### src/hw/rtl/lpct_pkg.sv
// ----------------------------------------------------------------------------
// lpct_pkg
// Shared types and constants of the linear probing count table: field
// widths, action and status codes, and the controller/datapath interface.
// ----------------------------------------------------------------------------
`timescale 1ns / 1ps
`default_nettype none

package lpct_pkg;

  localparam int KEY_W      = 32;
  localparam int CNT_W      = 32;
  // home slot unit: reciprocal multiply, then multiply-subtract
  localparam int DIV_CYCLES = 2;
  localparam int DIV_CNT_W  = $clog2(DIV_CYCLES);

  localparam logic ACT_INSERT = 1'b0;
  localparam logic ACT_QUERY  = 1'b1;

  localparam logic STAT_OK    = 1'b0;
  localparam logic STAT_FULL  = 1'b1;

  localparam logic [CNT_W-1:0] CNT_MAX = '1;

  // controller -> datapath
  typedef struct packed {
    logic clear_wr;     // write a zero entry at the sweep address
    logic start;        // capture input beat, arm home slot unit
    logic div_step;     // one home slot step
    logic home;         // load home slot, reset probe bookkeeping
    logic probe_issue;  // read the current slot, advance
    logic finish;       // commit update, load result register
  } lpct_cmd_t;

  // datapath -> controller
  typedef struct packed {
    logic clr_last;     // sweep at last slot
    logic div_last;     // last home slot step
    logic hit;          // compared slot holds key or is empty
    logic full;         // whole table probed without a hit
  } lpct_stat_t;

endpackage

`default_nettype wire

### src/hw/rtl/lpct_ctrl.sv
// ----------------------------------------------------------------------------
// lpct_ctrl
// Controller: clear sweep after reset, input capture, remainder, probe loop
// and result hand-off to the output register.
// ----------------------------------------------------------------------------
`timescale 1ns / 1ps
`default_nettype none

module lpct_ctrl (
  input  wire                  clk,
  input  wire                  rst_n,
  input  wire                  in_tvalid,
  output logic                 in_tready,
  output logic                 out_tvalid,
  input  wire                  out_tready,
  input  lpct_pkg::lpct_stat_t st,
  output lpct_pkg::lpct_cmd_t  cmd
);
  import lpct_pkg::*;

  typedef enum logic [2:0] {
    S_CLEAR,
    S_IDLE,
    S_DIV,
    S_HOME,
    S_PROBE,
    S_FINISH
  } state_t;

  state_t state_r;
  logic   out_valid_r;
  logic   out_free;

  assign out_free   = !out_valid_r || out_tready;
  assign in_tready  = (state_r == S_IDLE);
  assign out_tvalid = out_valid_r;

  // commands follow from state and status
  always_comb begin
    cmd             = '0;
    cmd.clear_wr    = (state_r == S_CLEAR);
    cmd.start       = (state_r == S_IDLE) && in_tvalid;
    cmd.div_step    = (state_r == S_DIV);
    cmd.home        = (state_r == S_HOME);
    cmd.probe_issue = (state_r == S_PROBE) && !st.hit && !st.full;
    cmd.finish      = (state_r == S_FINISH) && out_free;
  end

  // state and output valid
  always_ff @(posedge clk) begin
    if (!rst_n) begin
      state_r     <= S_CLEAR;
      out_valid_r <= 1'b0;
    end else begin
      // a commit reloads the result register, else a taken beat empties it
      if (cmd.finish) begin
        out_valid_r <= 1'b1;
      end else if (out_tready) begin
        out_valid_r <= 1'b0;
      end
      case (state_r)
        S_CLEAR: begin
          if (st.clr_last) begin
            state_r <= S_IDLE;
          end
        end
        S_IDLE: begin
          if (in_tvalid) begin
            state_r <= S_DIV;
          end
        end
        S_DIV: begin
          if (st.div_last) begin
            state_r <= S_HOME;
          end
        end
        S_HOME: begin
          state_r <= S_PROBE;
        end
        S_PROBE: begin
          if (st.hit || st.full) begin
            state_r <= S_FINISH;
          end
        end
        S_FINISH: begin
          if (out_free) begin
            state_r <= S_IDLE;
          end
        end
        default: begin
          state_r <= S_IDLE;
        end
      endcase
    end
  end

endmodule

`default_nettype wire

### config.mk
export PLATFORM = sky130hd
export DESIGN_NAME = lpct_ctrl
export DESIGN_NICKNAME = d
export VERILOG_FILES = /design/src/hw/rtl/lpct_pkg.sv /design/src/hw/rtl/lpct_ctrl.sv
export SDC_FILE = /design/constraint.sdc
export NUM_CORES = 1
export LEC_CHECK = 0
export BUFFER_PORTS_ARGS = -buffer_cell sky130_fd_sc_hd__buf_2
export CELL_PAD_IN_SITES_DETAIL_PLACEMENT = 0
export CELL_PAD_IN_SITES_GLOBAL_PLACEMENT = 1
export CORE_AREA = 4 4 41 43
export DETAILED_ROUTE_END_ITERATION = 7
export DIE_AREA = 0 0 45 47
export PLACE_DENSITY = 0.62
export SLEW_MARGIN = 20
export SYNTH_ARGS = -nofsm -noshare
export SYNTH_HDL_FRONTEND = slang
export SYNTH_SLANG_ARGS = --single-unit
### constraint.sdc
create_clock -name clk -period 3.5 [get_ports clk]
set_input_delay 0.525 -clock clk [delete_from_list [all_inputs] [get_ports clk]]
set_output_delay 0.525 -clock clk [all_outputs]
set_load 0.02 [all_outputs]
==> results.toml, run 1 <==
[floorplan]
die_width_microns = 45
start_util_pct = 27.8
fp-row-count = 13
core_region_area_sq_mm = 0.00130
fp.dieH_microns = 47
dieArea_sq_mm = 0.00212
io_pins = 16

[yosys]
synth_seq_cells = 4
syn_area_sq_um = 362
synth-seq-area-share_pct = 22.1
synth_cell_types = 26
synthFlopType = "dfxtp_1"
synth_fp_nets = 45
async_flop_share_pct = 0
yosysWarnings = 0
syn_area_per_cell_sq_um = 9.77
synth_cells = 37
synth_edf_count = 0

[timing]
tightest_slew_ns = 0.479
fmax_ghz = 0.470
timing.final.crit_period_ns = 2.13
setup_tns_ns = 0
worst_clock_skew_ns = 0.00424
rsz0062_at_grt = "false"
setup_ws_ns = 1.37
slew_headroom_pct = 68.0
hold_viol_final = 0
setup-violations-final = 0
fin_crit_sh_pct = 60.8
drv_slew = 0

[outcome]
outcome = "finished clean"

[power_and_ir_drop]
p_sw_share_pct = 46.1
seqPwrFrac_pct = 30.5
power_leakage_nw = 0.201
clkPwrFrac_pct = 15.2
powerDensity_mw_per_mm2 = 816
switchingPower_w = 0.000171
power_frac_comb_pct = 54.3
p_int_w = 0.000200
vdd_drop_max_mv = 0.392

[clocking]
cts_tree = "done"
cts_resized = 0
cts_root_buf = "clkbuf_4"
cts_hold_buf = 0
htree_levels = 1
clkSinkCount = 4
cts.clk_slew.worst_paths_ns = 0.04
cts_buffers = 3
worstSkewPairLatency_ns = 0.23
post_cts_buffers = 0
clock_tree.buffer_depth = 2

[final_layout]
nFillCells = 151
multi_input_area_sq_um = 258
final_common_cell = "buf_2"
drive_gt1_share_pct = 44.2
final_cell_mix = "buf_2 (15), nand2b_1 (4), dfxtp_1 (4), nor2_1 (3), clkbuf_4 (3)"
num_antenna_cells = 0
syn_to_final_growth_pct = 25.6
regArea_sq_um = 80.1
nNetsFinal = 62

[setup_path]
end_kind = "primary output"
timing.rr.end = "state_r[2]"
r2r-start = "state_r[2]"
worstSetupStartpoint = "state_r[2]"
crit_path_top_delay_cell = "dfxtp_1"
crit_chain = "nand2b_1 > nor4_2 > buf_2"
cp_top_family = "flip-flops"
path_buf_inv = 1
critical_path_arrival_ns = 1.60
r2r_cells = 4
critical_path_class = "reg2out"
rrSetupSlack_ns = 1.94
start_kind = "flip-flop"
cp_max_fo = 12
cpPeakStageDelay_ns = 0.60
required_ns = 2.97

[routing]
wl_per_cell_microns = 12.0
dr.pass1.iters = 4
vias = 326
drtIter0Drc = 4
via_per_inst = 4.87
drc = 0
ant_nets = 0
routed_wl_microns = 803

[hold_path]
hp-class = "reg2reg"
min_from = "out_tvalid"
worst_hold_path.num_cells = 2
min_to = "out_tvalid"

[grt]
grt_pass1_wl_mm = 1.30
grt_pass1_vias = 288
grt_usage_pct = 8.84
grt.overflow.total = 0
grt_start_max_net_pins = 14
antenna_found_initial = 0

[place]
gp_congestion = 0.651
post-dp-hpwl_microns = 597
pre_cts_slack_ns = 1.60
io_buffers = 15

[flow_run]
drv_cap = 0
[worst max path at each step]
stage,end,slack [ns],cells past startpoint
after global placement,cmd[1],1.67,3
after global routing,cmd[1],1.20,3
after CTS,cmd[1],1.33,3
after detailed placement,cmd[1],1.60,3
final,cmd[1],1.37,3
after floorplan,cmd[4],1.76,4
[kinds of logic after synthesis]
family | synth area share, %
muxes | 2.77
xor gates and xnor gates | 2.42
AOI/OAI and AO/OA | 24.2
DFF | 22.1
and+or+nand+nor | 41.9
buffers and inverters | 6.57
[Yosys cell counts, types with 2 or more instances]
cell | n | area [sq um]
o221a_1 | 2 | 22.5
nand3b_1 | 2 | 15.0
nand2b_1 | 4 | 25.0
dfxtp_1 | 4 | 80.1
nor2_1 | 3 | 11.3
and2_1 | 2 | 12.5
[worst min-delay path, stage by stage (launching register included)]
cell and delay [ns]:
dfxtp_1 0.31, nand2b_1 0.11, a21boi_0 0.09
[through the flow]
step / cell area (sq um) / hold WS, ns / util (%) / power (W) / cells
6_report: 454 / 0.565 / 34.9 / 0.000371 / 67
3_5_place_dp: 432 / 0.561 / 33.2 / 0.000317 / 64
5_1_grt: 454 / 0.570 / 34.9 / 0.000407 / 67
4_1_cts: 454 / 0.567 / 34.9 / 0.000378 / 67
2_1_floorplan: 362 / 0.597 / - / 0.000282 / 37
3_3_place_gp: 432 / 0.564 / 33.2 / 0.000319 / 64
[metal layers]
layer | global-route usage, % | up-vias | wire length [microns]
li1 | - | 169 | -
met1 | 12.0 | 143 | 413
met2 | 11.6 | 14 | 304
met3 | 6.90 | 0 | 85
met4 | 0 | 0 | 0
met5 | 0 | - | 0
[cell type report]
type                       count  area share, %
clock buffer                   3           4.96
sequential                     4           17.6
timing repair buffer          15           16.5
multi-input combinational     30           56.7
tap                           15           4.13
[sequential cells by signal (all words and copies together) (netlist names)]
name        count
out_tvalid      1
state_r         3
[power by group through the flow]
stage	clock network (W)	logic, W	registers [W]
global route	0.0000661	0.000220	0.000120
CTS	0.0000606	0.000203	0.000114
global placement	0	0.000204	0.000114
finish	0.0000564	0.000201	0.000113
floorplan	0	0.000208	0.0000742
detailed placement	0	0.000202	0.000115
Power figures use the tool's default switching activity.
==> run 2: changes to the inputs <==
Settings changed: PLACE_DENSITY 0.62 to 0.65.
Clock period 3.5 ns to 1.8 ns, I/O delays scaled along.
==> run 2 against run 1 <==
Power grew 100%. Core utilization grew 1.9 points. Via count grew 5.8%. Flip-flop and latch count is the same. Global-route usage grew 0.96 points. Clock skew shrank 0.0040 ns. Hold slack lost 0.25 ns. Routed wire length grew 1.9%. Combinational power grew 120%. Count of clock-buffer cells in the layout is the same. Sequential share of layout area shrank 0.66 points. Critical path depth grew 2.
==> results.toml, run 2 (same netlist as run 1, synthesis figures left out) <==
[outcome]
outcome = "finished clean"

[grt]
grt_pass1_wl_mm = 1.46
grt_pass1_vias = 356
grt_usage_pct = 9.80
grt.overflow.total = 0
grt_start_max_net_pins = 13
antenna_found_initial = 0

[routing]
via_per_inst = 5.00
drc = 0
drtIter0Drc = 5
vias = 345
ant_nets = 0
wl_per_cell_microns = 11.9
dr.pass1.iters = 4
routed_wl_microns = 818

[timing]
fmax_ghz = 0.592
worst_clock_skew_ns = 0.000201
hold_viol_final = 0
tightest_slew_ns = 0.334
fin_crit_sh_pct = 93.8
slew_headroom_pct = 77.6
setup_tns_ns = 0
rsz0062_at_grt = "false"
timing.final.crit_period_ns = 1.69
setup-violations-final = 0
drv_slew = 0

[final_layout]
top_register = "state_r"
nNetsFinal = 64
utilization_pct = 36.8
drive_gt1_share_pct = 48.1
num_antenna_cells = 0
syn_to_final_growth_pct = 32.5
nFillCells = 147
final_common_cell = "buf_2"
largest_reg_flops = 3
final_cell_mix = "buf_2 (15), nand2b_1 (4), nor2_1 (3), clkbuf_4 (3), dfxtp_1 (3)"

[setup_path]
worstSetupStartpoint = "state_r[2]"
start_kind = "flip-flop"
critical_path_class = "reg2out"
r2r-start = "state_r[2]"
end_kind = "primary output"
critical_path_arrival_ns = 1.42
cp_max_fo = 9
required_ns = 1.53

[place]
post-dp-hpwl_microns = 647
gp_congestion = 0.677
io_buffers = 15

[floorplan]
dieArea_sq_mm = 0.00212
fp-row-count = 13
io_pins = 16
fp.dieH_microns = 47
die_width_microns = 45
core_region_area_sq_mm = 0.00130
start_util_pct = 27.8

[clocking]
cts.clk_slew.worst_paths_ns = 0.03
cts_buffers = 3
clkSinkCount = 4
cts_tree = "done"
clock_tree.buffer_depth = 2
worstSkewPairLatency_ns = 0.23
cts_root_buf = "clkbuf_4"
htree_levels = 1

[power_and_ir_drop]
power_leakage_nw = 0.213
vdd_drop_max_mv = 0.592
powerDensity_mw_per_mm2 = 1580

[hold_path]
min_from = "rst_n"
hp-class = "in2reg"

[flow_run]
drv_cap = 0
## run 2: changes by cell type in the layout (fill, tap and decap cells not counted), sizes merged
cell  change
buf       +2
## run 2: final timing paths
kind,endpoint,cells past startpoint,slack (ns)
worst max-delay path,cmd[4],5,0.11
worst min-delay path,state_r[0],2,0.32
worst max register to register,state_r[0],4,0.35
worst min register to register,out_tvalid,2,0.56
## run 2: critical path: stages (launching register included)
cell and delay [ns]:
dfxtp_1 0.48, buf_4 0.21, nand2b_1 0.14, nor2_1 0.06, and2_1 0.16, buf_2 0.15
## run 2: per-layer routing
layer	global-route usage [%]	wire length (microns)	up-vias
li1	-	-	172
met1	11.8	395	157
met2	15.0	333	16
met3	7.28	90	0
met4	0	0	0
met5	0	0	-
## run 2: timing repair
action	in CTS	in global routing
gates resized for setup	0	2
buffers inserted	0	0
hold buffers	0	0
endpoints found under the hold margin	0	0
setup endpoints to repair	0	1
## run 2: layout make-up
type                       count  area, sq um  share of cell area [%]
clock buffer                   3         22.5                    4.70
multi-input combinational     30          267                    55.6
tap                           15         18.8                    3.92
timing repair buffer          17         90.1                    18.8
sequential                     4         81.3                    17.0
## run 2: power by group
part           switching (W)  leakage (nW)  internal [W]  total, W
Sequential         0.0000801        0.0331      0.000122  0.000202
Combinational       0.000233         0.166      0.000216  0.000449
Clock              0.0000320        0.0138     0.0000743  0.000106
## run 2: stage by stage
step	hold slack, ns	instances	setup WS, ns	area [sq um]	total power, W
floorplan	0.412	37	0.311	362	0.000549
global placement	0.557	66	0.288	447	0.000643
detailed placement	0.562	66	0.281	447	0.000646
CTS	0.316	69	0.0371	469	0.000761
global route	0.326	69	0.00807	479	0.000829
finish	0.316	69	0.112	479	0.000758
